[config.mk]
export PLATFORM = sky130hd
export DESIGN_NAME = dts_word_format_normalizer
export DESIGN_NICKNAME = d
export VERILOG_FILES = /design/src/design/dwfn_pkg.sv /design/src/design/dwfn_regs.sv /design/src/design/dwfn_front.sv /design/src/design/dwfn_cmd_fifo.sv /design/src/design/dwfn_back.sv /design/src/design/dts_word_format_normalizer.sv
export SDC_FILE = /design/constraint.sdc
export NUM_CORES = 1
export LEC_CHECK = 0
export BUFFER_PORTS_ARGS = -buffer_cell sky130_fd_sc_hd__buf_2
export CELL_PAD_IN_SITES_DETAIL_PLACEMENT = 1
export CELL_PAD_IN_SITES_GLOBAL_PLACEMENT = 2
export CORE_MARGIN = 10
export CORE_UTILIZATION = 48
export CTS_CLUSTER_DIAMETER = 120
export DETAILED_ROUTE_END_ITERATION = 16
export PLACE_DENSITY = 0.92
export SKIP_CTS_REPAIR_TIMING = 1
export SYNTH_ARGS = -nofsm -noshare
export SYNTH_HDL_FRONTEND = slang
export SYNTH_SLANG_ARGS = --single-unit
export TNS_END_PERCENT = 50
[constraint.sdc]
create_clock -name clk -period 14.7 [get_ports clk]
set_input_delay 2.94 -clock clk [delete_from_list [all_inputs] [get_ports clk]]
set_output_delay 2.94 -clock clk [all_outputs]
set_load 0.005 [all_outputs]
[src/design/dwfn_pkg.sv]
// Package for the word-format normalizer: beat types, command format passed
// from the front end to the back end, sync-word reset values and helpers.
// No dependencies.
package dwfn_pkg;

	localparam int NUM_SYNC = 6;
	localparam int PADDR_W = 5;
	localparam int CFG_IDX_W = 3;
	localparam int GROUP_PAIRS = 8;
	localparam int GROUP_WORDS = 7;
	localparam logic [13:0] MASK14 = 14'h3fff;

	typedef logic [1:0] fmt_t;
	localparam fmt_t FMT_BE16 = 2'd0;
	localparam fmt_t FMT_LE16 = 2'd1;
	localparam fmt_t FMT_BE14 = 2'd2;
	localparam fmt_t FMT_LE14 = 2'd3;

	localparam logic [1:0] BV_NONE = 2'd0;
	localparam logic [1:0] BV_ONE = 2'd1;
	localparam logic [1:0] BV_TWO = 2'd2;

	localparam logic ST_OK = 1'b0;
	localparam logic ST_NOSYNC = 1'b1;

	typedef logic [13:0] sample_t;
	typedef logic [NUM_SYNC-1:0][31:0] sync_regs_t;

	localparam sync_regs_t SYNC_RESET = {
		32'hFF1F00E8, 32'h1FFFE800, 32'h58642520,
		32'hFE7F0180, 32'h64582025, 32'h7FFE8001
	};
	localparam logic [NUM_SYNC-1:0][1:0] SYNC_FMT = {
		FMT_LE14, FMT_BE14, FMT_LE16, FMT_LE16, FMT_BE16, FMT_BE16
	};

	typedef struct packed {
		logic [15:0] data_pair;
		logic        frame_end;
	} item_t;

	typedef struct packed {
		logic [15:0] out_word;
		logic [1:0]  bytes_valid;
		fmt_t        format;
		logic        status;
		logic        last_of_run;
		logic        end_of_frame;
	} result_t;

	typedef enum logic [1:0] {
		CMD_NOSYNC = 2'd0,
		CMD_PASS   = 2'd1,
		CMD_PACK   = 2'd2
	} cmd_kind_t;

	typedef struct packed {
		cmd_kind_t                          kind;
		fmt_t                               fmt;
		logic                               eof;
		logic [2:0]                         last_idx;
		logic                               half_last;
		logic [1:0][15:0]                   pass_word;
		logic [GROUP_PAIRS-1:0][13:0]       group;
	} cmd_t;

	function automatic logic [15:0] swap16(input logic [15:0] v);
		return {v[7:0], v[15:8]};
	endfunction

endpackage

[src/design/dwfn_regs.sv]
// Sync-word register file behind an APB-style write/read port.
// Depends on dwfn_pkg.
module dwfn_regs (
	input  logic                              clk,
	input  logic                              arst_n,
	input  logic                              psel,
	input  logic                              penable,
	input  logic                              pwrite,
	input  logic [dwfn_pkg::PADDR_W-1:0]      paddr,
	input  logic [31:0]                       pwdata,
	output logic [31:0]                       prdata,
	output logic                              pready,
	output dwfn_pkg::sync_regs_t              sync
);

	dwfn_pkg::sync_regs_t sync_q;
	logic [dwfn_pkg::CFG_IDX_W-1:0] idx;
	logic wr;

	assign idx = paddr[dwfn_pkg::PADDR_W-1:2];
	assign pready = 1'b1;
	assign wr = psel & penable & pwrite;
	assign sync = sync_q;

	always_ff @(posedge clk or negedge arst_n) begin
		if (!arst_n) begin
			sync_q <= dwfn_pkg::SYNC_RESET;
		end else if (wr) begin
			for (int k = 0; k < dwfn_pkg::NUM_SYNC; k++) begin
				if (idx == dwfn_pkg::CFG_IDX_W'(k)) begin
					sync_q[k] <= pwdata;
				end
			end
		end
	end

	always_comb begin
		prdata = '0;
		for (int k = 0; k < dwfn_pkg::NUM_SYNC; k++) begin
			if (idx == dwfn_pkg::CFG_IDX_W'(k)) begin
				prdata = sync_q[k];
			end
		end
	end

endmodule

[src/design/dwfn_front.sv]
// Front end: accepts input beats, matches the sync word, tracks the frame
// phase and 14-bit groups, and issues one command per beat that has output.
// Depends on dwfn_pkg.
module dwfn_front (
	input  logic                   clk,
	input  logic                   arst_n,
	input  logic                   push,
	input  dwfn_pkg::item_t        item,
	input  logic                   cmd_full,
	input  dwfn_pkg::sync_regs_t   sync,
	output logic                   cmd_push,
	output dwfn_pkg::cmd_t         cmd
);

	typedef enum logic [3:0] {
		PH_AWAIT  = 4'b0001,
		PH_HOLD   = 4'b0010,
		PH_STREAM = 4'b0100,
		PH_DROP   = 4'b1000
	} phase_t;

	phase_t phase_q, phase_d;
	logic [15:0] held_q;
	logic [2:0] cnt_q, cnt_d;
	dwfn_pkg::fmt_t fmt_q, fmt_d;
	logic [dwfn_pkg::GROUP_PAIRS-1:0][13:0] grp_q;

	logic accept;
	logic eof;
	logic [15:0] p;
	logic hit;
	dwfn_pkg::fmt_t hit_fmt;
	dwfn_pkg::sample_t v, vh, vp;
	logic [dwfn_pkg::GROUP_PAIRS-1:0][13:0] grp_next;
	logic cmd_valid;
	logic hold_write;
	logic stream_write;

	assign accept = push & ~cmd_full;
	assign p = item.data_pair;
	assign eof = item.frame_end;
	assign cmd_push = accept & cmd_valid;

	always_comb begin
		hit = 1'b0;
		hit_fmt = dwfn_pkg::FMT_BE16;
		for (int k = dwfn_pkg::NUM_SYNC - 1; k >= 0; k--) begin
			if (sync[k] == {held_q, p}) begin
				hit = 1'b1;
				hit_fmt = dwfn_pkg::SYNC_FMT[k];
			end
		end
	end

	always_comb begin
		v = ((fmt_q == dwfn_pkg::FMT_LE14) ? 14'(dwfn_pkg::swap16(p)) : p[13:0])
			& dwfn_pkg::MASK14;
		vh = ((hit_fmt == dwfn_pkg::FMT_LE14) ? 14'(dwfn_pkg::swap16(held_q))
			: held_q[13:0]) & dwfn_pkg::MASK14;
		vp = ((hit_fmt == dwfn_pkg::FMT_LE14) ? 14'(dwfn_pkg::swap16(p)) : p[13:0])
			& dwfn_pkg::MASK14;
		for (int j = 0; j < dwfn_pkg::GROUP_PAIRS; j++) begin
			if (3'(j) < cnt_q) begin
				grp_next[j] = grp_q[j];
			end else if (3'(j) == cnt_q) begin
				grp_next[j] = v;
			end else begin
				grp_next[j] = '0;
			end
		end
	end

	always_comb begin
		cmd = '0;
		cmd.kind = dwfn_pkg::CMD_NOSYNC;
		cmd.eof = eof;
		cmd_valid = 1'b0;
		hold_write = 1'b0;
		stream_write = 1'b0;
		phase_d = phase_q;
		cnt_d = cnt_q;
		fmt_d = fmt_q;
		case (phase_q)
			PH_AWAIT: begin
				cnt_d = '0;
				if (eof) begin
					cmd_valid = 1'b1;
				end else begin
					phase_d = PH_HOLD;
				end
			end
			PH_HOLD: begin
				if (!hit) begin
					cmd_valid = 1'b1;
					phase_d = eof ? PH_AWAIT : PH_DROP;
				end else begin
					fmt_d = hit_fmt;
					phase_d = eof ? PH_AWAIT : PH_STREAM;
					cmd.fmt = hit_fmt;
					if (hit_fmt inside {dwfn_pkg::FMT_BE16, dwfn_pkg::FMT_LE16}) begin
						cmd_valid = 1'b1;
						cmd.kind = dwfn_pkg::CMD_PASS;
						cmd.last_idx = 3'd1;
						cmd.pass_word[0] = (hit_fmt == dwfn_pkg::FMT_LE16) ?
							dwfn_pkg::swap16(held_q) : held_q;
						cmd.pass_word[1] = (hit_fmt == dwfn_pkg::FMT_LE16) ?
							dwfn_pkg::swap16(p) : p;
						cnt_d = '0;
					end else begin
						hold_write = 1'b1;
						cnt_d = eof ? 3'd0 : 3'd2;
						if (eof) begin
							cmd_valid = 1'b1;
							cmd.kind = dwfn_pkg::CMD_PACK;
							cmd.last_idx = 3'd1;
							cmd.group[0] = vh;
							cmd.group[1] = vp;
						end
					end
				end
			end
			PH_STREAM: begin
				if (eof) begin
					phase_d = PH_AWAIT;
				end
				cmd.fmt = fmt_q;
				if (fmt_q inside {dwfn_pkg::FMT_BE16, dwfn_pkg::FMT_LE16}) begin
					cmd_valid = 1'b1;
					cmd.kind = dwfn_pkg::CMD_PASS;
					cmd.pass_word[0] = (fmt_q == dwfn_pkg::FMT_LE16) ?
						dwfn_pkg::swap16(p) : p;
				end else begin
					stream_write = 1'b1;
					if (cnt_q == 3'(dwfn_pkg::GROUP_PAIRS - 1) || eof) begin
						cmd_valid = 1'b1;
						cmd.kind = dwfn_pkg::CMD_PACK;
						cmd.group = grp_next;
						if (cnt_q == 3'(dwfn_pkg::GROUP_PAIRS - 1)) begin
							cmd.last_idx = 3'(dwfn_pkg::GROUP_WORDS - 1);
						end else begin
							cmd.last_idx = cnt_q;
							cmd.half_last = (cnt_q >= 3'd3);
						end
						cnt_d = '0;
					end else begin
						cnt_d = cnt_q + 3'd1;
					end
				end
			end
			PH_DROP: begin
				if (eof) begin
					phase_d = PH_AWAIT;
				end
			end
			default: begin
				phase_d = PH_AWAIT;
			end
		endcase
	end

	always_ff @(posedge clk or negedge arst_n) begin
		if (!arst_n) begin
			phase_q <= PH_AWAIT;
			held_q <= '0;
			cnt_q <= '0;
			fmt_q <= dwfn_pkg::FMT_BE16;
		end else if (accept) begin
			phase_q <= phase_d;
			cnt_q <= cnt_d;
			fmt_q <= fmt_d;
			if (phase_q == PH_AWAIT) begin
				held_q <= p;
			end
		end
	end

	always_ff @(posedge clk) begin
		if (accept && hold_write) begin
			grp_q[0] <= vh;
			grp_q[1] <= vp;
		end else if (accept && stream_write) begin
			grp_q[cnt_q] <= v;
		end
	end

endmodule

[src/design/dwfn_cmd_fifo.sv]
// Short command queue between the front end and the back end.
// Depends on dwfn_pkg. DEPTH must be at least 2.
module dwfn_cmd_fifo #(
	parameter int DEPTH = 4
) (
	input  logic            clk,
	input  logic            arst_n,
	input  logic            push,
	input  dwfn_pkg::cmd_t  wr_cmd,
	output logic            full,
	input  logic            pop,
	output dwfn_pkg::cmd_t  rd_cmd,
	output logic            empty
);

	localparam int PW = $clog2(DEPTH);
	localparam int CW = $clog2(DEPTH + 1);

	dwfn_pkg::cmd_t mem_q [DEPTH];
	logic [PW-1:0] wr_ptr_q, rd_ptr_q;
	logic [CW-1:0] cnt_q;
	logic do_push, do_pop;

	assign full = (cnt_q == CW'(DEPTH));
	assign empty = (cnt_q == '0);
	assign do_push = push & ~full;
	assign do_pop = pop & ~empty;
	assign rd_cmd = mem_q[rd_ptr_q];

	always_ff @(posedge clk or negedge arst_n) begin
		if (!arst_n) begin
			wr_ptr_q <= '0;
			rd_ptr_q <= '0;
			cnt_q <= '0;
		end else begin
			if (do_push) begin
				wr_ptr_q <= (wr_ptr_q == PW'(DEPTH - 1)) ? '0 : wr_ptr_q + PW'(1);
			end
			if (do_pop) begin
				rd_ptr_q <= (rd_ptr_q == PW'(DEPTH - 1)) ? '0 : rd_ptr_q + PW'(1);
			end
			if (do_push && !do_pop) begin
				cnt_q <= cnt_q + CW'(1);
			end else if (do_pop && !do_push) begin
				cnt_q <= cnt_q - CW'(1);
			end
		end
	end

	always_ff @(posedge clk) begin
		if (do_push) begin
			mem_q[wr_ptr_q] <= wr_cmd;
		end
	end

endmodule

[src/design/dwfn_back.sv]
// Back end: steps through each command, one output word per cycle while
// the output register is free or popped; packs 14-bit groups or passes
// 16-bit words, holding the current result beat there. Depends on dwfn_pkg.
module dwfn_back (
	input  logic              clk,
	input  logic              arst_n,
	input  logic              cmd_empty,
	input  dwfn_pkg::cmd_t    cmd,
	output logic              cmd_pop,
	input  logic              pop,
	output logic              empty,
	output dwfn_pkg::result_t result
);

	dwfn_pkg::cmd_t cmd_q;
	logic busy_q;
	logic [2:0] idx_q;
	logic out_valid_q;
	dwfn_pkg::result_t out_q;

	logic out_ready, emit, is_last;
	logic [2:0] nxt;
	logic [27:0] pair;
	logic [3:0] sh;
	dwfn_pkg::result_t res;

	assign out_ready = ~out_valid_q | pop;
	assign emit = busy_q & out_ready;
	assign is_last = (idx_q == cmd_q.last_idx);
	assign cmd_pop = ~cmd_empty & (~busy_q | (emit & is_last));
	assign empty = ~out_valid_q;
	assign result = out_q;
	assign nxt = idx_q + 3'd1;
	assign pair = {cmd_q.group[idx_q], cmd_q.group[nxt]};
	assign sh = 4'd12 - {idx_q, 1'b0};

	always_comb begin
		res = '0;
		res.last_of_run = is_last;
		res.end_of_frame = is_last & cmd_q.eof;
		case (cmd_q.kind)
			dwfn_pkg::CMD_PASS: begin
				res.out_word = cmd_q.pass_word[idx_q[0]];
				res.bytes_valid = dwfn_pkg::BV_TWO;
				res.format = cmd_q.fmt;
				res.status = dwfn_pkg::ST_OK;
			end
			dwfn_pkg::CMD_PACK: begin
				res.out_word = 16'(pair >> sh);
				res.bytes_valid = (is_last && cmd_q.half_last) ?
					dwfn_pkg::BV_ONE : dwfn_pkg::BV_TWO;
				res.format = cmd_q.fmt;
				res.status = dwfn_pkg::ST_OK;
			end
			default: begin
				res.out_word = '0;
				res.bytes_valid = dwfn_pkg::BV_NONE;
				res.format = dwfn_pkg::FMT_BE16;
				res.status = dwfn_pkg::ST_NOSYNC;
			end
		endcase
	end

	always_ff @(posedge clk or negedge arst_n) begin
		if (!arst_n) begin
			busy_q <= 1'b0;
			idx_q <= '0;
			out_valid_q <= 1'b0;
		end else begin
			if (cmd_pop) begin
				busy_q <= 1'b1;
				idx_q <= '0;
			end else if (emit) begin
				if (is_last) begin
					busy_q <= 1'b0;
				end
				idx_q <= nxt;
			end
			if (emit) begin
				out_valid_q <= 1'b1;
			end else if (pop) begin
				out_valid_q <= 1'b0;
			end
		end
	end

	always_ff @(posedge clk) begin
		if (cmd_pop) begin
			cmd_q <= cmd;
		end
		if (emit) begin
			out_q <= res;
		end
	end

endmodule

[src/design/dts_word_format_normalizer.sv]
// Word-format normalizer top level. One input beat is taken per cycle while
// the command queue is not full; the back end emits one result beat per cycle
// while its output register is free or popped, so a full 14-bit group of
// eight beats yields seven result beats and a matched 16-bit sync pair two.
// Reset empties the queue, clears the frame phase and output valid flag and
// loads the default sync words; the 14-bit group store is not cleared.
module dts_word_format_normalizer #(
	parameter int CMD_DEPTH = 4
) (
	input  logic                           clk,
	input  logic                           arst_n,
	input  logic                           push,
	output logic                           full,
	input  dwfn_pkg::item_t                item,
	output logic                           empty,
	input  logic                           pop,
	output dwfn_pkg::result_t              result,
	input  logic                           psel,
	input  logic                           penable,
	input  logic                           pwrite,
	input  logic [dwfn_pkg::PADDR_W-1:0]   paddr,
	input  logic [31:0]                    pwdata,
	output logic [31:0]                    prdata,
	output logic                           pready
);

	dwfn_pkg::sync_regs_t sync;
	dwfn_pkg::cmd_t wr_cmd, rd_cmd;
	logic cmd_push, cmd_pop, cmd_empty;

	dwfn_regs u_regs (
		.clk     (clk),
		.arst_n  (arst_n),
		.psel    (psel),
		.penable (penable),
		.pwrite  (pwrite),
		.paddr   (paddr),
		.pwdata  (pwdata),
		.prdata  (prdata),
		.pready  (pready),
		.sync    (sync)
	);

	dwfn_front u_front (
		.clk      (clk),
		.arst_n   (arst_n),
		.push     (push),
		.item     (item),
		.cmd_full (full),
		.sync     (sync),
		.cmd_push (cmd_push),
		.cmd      (wr_cmd)
	);

	dwfn_cmd_fifo #(
		.DEPTH (CMD_DEPTH)
	) u_fifo (
		.clk    (clk),
		.arst_n (arst_n),
		.push   (cmd_push),
		.wr_cmd (wr_cmd),
		.full   (full),
		.pop    (cmd_pop),
		.rd_cmd (rd_cmd),
		.empty  (cmd_empty)
	);

	dwfn_back u_back (
		.clk       (clk),
		.arst_n    (arst_n),
		.cmd_empty (cmd_empty),
		.cmd       (rd_cmd),
		.cmd_pop   (cmd_pop),
		.pop       (pop),
		.empty     (empty),
		.result    (result)
	);

endmodule
==> flow_metrics.env <==
export IMPL_outcome="completed"
export IMPL_cts_tree="done"
export IMPL_layout_nets=3080
export IMPL_finalWeightedCongestion=0.887
export IMPL_min_period_ns=8.48
export IMPL_tns_ns=0
export IMPL_pin_count=119
export IMPL_hold_viol_final=0
export IMPL_fillers=9401
export IMPL_portBuffers=115
export IMPL_setup_viol=0
export IMPL_grt_pass1_wl_um=213000
export IMPL_finalInstanceArea_um2=54600
export IMPL_antenna_found_initial=13
export IMPL_synth_top_cell_by_area="edfxtp_1"
export IMPL_fin_crit_sh_pct=57.7
export IMPL_fmax_ghz=0.118
export IMPL_first_pass_iters=8
export IMPL_routed_wl_um=145000
export IMPL_fp_dieW_um=339
export IMPL_rows=117
export IMPL_startpoint_type="primary input"
export IMPL_slew_headroom_pct=2.22
export IMPL_final_core_util_pct=53.7
export IMPL_synthToLayoutAreaGrowth_pct=11.5
export IMPL_wl_per_cell_um=32.4
export IMPL_synth_distinct_cells=63
export IMPL_dieArea_um2=115000
export IMPL_yosys_warnings=0
export IMPL_cts_max_level=3
export IMPL_p_per_area_nw_per_um2=184
export IMPL_maxCapViolations=0
export IMPL_clockBufferDepth=3
export IMPL_worst_hold_path_num_cells=1
export IMPL_cp_max_fo=24
export IMPL_ys_seq_area_share_pct=66.3
export IMPL_overflow=0
export IMPL_grtUsageTotal_pct=24.6
export IMPL_start_util_pct=48.2
export IMPL_insertion_delay_ns=0.73
export IMPL_rsz0062_at_grt="false"
export IMPL_numCtsBuffers=111
export IMPL_p_leak_uw=0.0190
export IMPL_via_count=28600
export IMPL_worst_pin_slew_ns=1.47
export IMPL_hold_class="flop to flop"
export IMPL_critPathRequiredTime_ns=11.76
export IMPL_synth_ff_type="edfxtp_1"
export IMPL_ant_nets=0
export IMPL_dpl_cell_area_um2=50800
export IMPL_drive_gt1_share_pct=28.7
export IMPL_dieHeight_um=339
export IMPL_syn_nets=3025
export IMPL_met3WireLength_um=11200
export IMPL_ys_ff_latch=1115
export IMPL_crit_path_max_incr_delay_ns=0.63
export IMPL_coreArea_um2=102000
export IMPL_synth_edf_count=886
export IMPL_viasPerCell=6.39
export IMPL_hpwlAfterDp_um=89100
export IMPL_remaining_drc_errors=0
export IMPL_finalPower_uw=10100
export IMPL_cp_end_kind="output pin"
export IMPL_cts_sinks=1115
export IMPL_drv_slew=0
export IMPL_met2_length_um=71800
export IMPL_top_layer="met5"
export IMPL_clock_skew_final_ns=0.0440
export IMPL_synth_top_area_share_pct=54.3
export IMPL_slowest_stage="nand2b_1"
export IMPL_ir_drop_mv=0.263
export IMPL_synth_avg_cell_area_um2=16.6
export IMPL_async_flop_share_pct=20.5
export IMPL_worstSetupPathType="primary input to output pin"
export IMPL_whs_ns=0.558
export IMPL_grt_pass1_vias=30500
export IMPL_cp_arrival_ns=5.54
export IMPL_ys_top_cells_by_area="edfxtp_1 (54%), mux4_2 (9.2%), dfrtp_1 (7.3%)"
export IMPL_clk_pin_slew_ns=0.06
export IMPL_synth_cell_area_um2=49000
export IMPL_syn_inst=2950
export IMPL_grt_max_degree=160
export IMPL_reg2reg_depth=9
export IMPL_drtIter0Drc=3231
export IMPL_crit_chain="buf_2, buf_4, nand2b_1, buf_4, o221ai_1, buf_2"
export IMPL_met1_length_um=55300
export IMPL_root_buffer="clkbuf_16"
## power by group
group	total [µW]	internal [µW]	switching, µW
Combinational	2670	1180	1500
Sequential	4460	3960	495
Clock	2930	1690	1240
Total	10100	6830	3230
## per-layer routing
metal	GRT usage, %	vias to the layer above
met5	0	-
met4	10.8	16
met3	4.22	296
met2	41.1	1459
met1	31.4	15200
li1	-	11600
## cell usage after synthesis, drive strengths merged (2+ instances only)
master	number
nand4	24
o21ai	45
a21oi	28
a211oi	2
dfrtp	142
nand2	82
a22oi	115
and2	13
nor4	38
inv	31
edfxtp	886
nor3	5
ha	13
nor2b	5
a31o	2
and3	19
nor2	138
o21bai	2
o211ai	8
xnor2	68
nor3b	5
xor2	136
o22ai	63
or2	4
o21a	17
clkbuf	138
nor4b	2
a22o	16
buf	89
dfstp	87
mux2	232
or3	2
nand2b	7
mux4	199
mux2i	236
o221ai	18
nand3	17
## critical path, delay by kind of cell
kind            cells  cell delay, ns
buf+inv             4            1.60
simple gates        1            0.63
compound gates      1            0.33
## logic make-up (layout without fill, tap and decap cells)
family / count (synthesis) / after routing / share of synthesized area, %
xor+xnor: 204 / 204 / 3.65
simple gates: 365 / 365 / 3.56
fa+ha+maj: 14 / 14 / 0.373
other cells: 1 / 3 / 0.00766
mux: 667 / 667 / 19.3
flops: 1115 / 1115 / 66.3
compound gates: 325 / 325 / 4.58
buf+inv: 259 / 412 / 2.25
## registers in the layout, summed over array words and instances, names as in the netlist, 4 cells and up
name / count
u_back.result: 23
u_fifo.mem_q: 612
u_front.held_q: 16
u_back.cmd_q: 153
u_regs.sync: 192
u_front.phase_q: 4
u_front.grp_q: 98
## placed cells by master, fill, tap and decap left out, types with 9 or more instances in the layout
cell type / n
and2_1: 9
clkbuf_1: 20
mux2_2: 231
dfstp_2: 87
clkinv_2: 23
dfrtp_1: 138
nor4_1: 36
buf_2: 113
o221ai_1: 18
xor2_1: 136
clkbuf_16: 112
nand4_1: 24
ha_1: 12
a22oi_1: 114
o22ai_1: 61
mux2i_1: 235
a22o_1: 16
nand2_1: 82
xnor2_1: 68
clkinv_1: 24
inv_1: 31
o21a_1: 17
mux4_2: 199
a21oi_1: 28
buf_4: 54
and3_1: 19
edfxtp_1: 886
o21ai_0: 43
nand3_1: 17
bufinv_16: 15
nor2_1: 133
## cell type report
class,instances,area [µm²],share of cell area [%]
tap,1368,1710,3.14
inverter,32,120,0.220
multi-input combinational,1576,15500,28.5
antenna,2,5.00,0.00917
sequential,1115,32500,59.5
clock buffer,137,2950,5.40
timing repair buffer,169,1010,1.84
clock inverter,74,786,1.44
## metrics by stage
step / setup slack (ns) / cells
2_1_floorplan: 2.22 / 2950
3_3_place_gp: 6.22 / 4260
3_5_place_dp: 6.05 / 4260
4_1_cts: 6.31 / 4471
5_1_grt: 6.22 / 4472
6_report: 6.22 / 4473
## path summary, 6_finish.rpt
check	from	slack [ns]	to
setup / recovery	paddr[3]	6.22	prdata[5]
hold / removal	u_regs.sync[78]	0.56	u_regs.sync[78]
setup reg to reg	u_front.held_q[9]	8.44	u_fifo.mem_q[0][2]
hold reg to reg	u_regs.sync[78]	0.56	u_regs.sync[78]
max in group asynchronous	arst_n	10.97	u_regs.sync[57]
min in group asynchronous	arst_n	2.29	u_regs.sync[136]
Power figures use the tool's default switching activity.
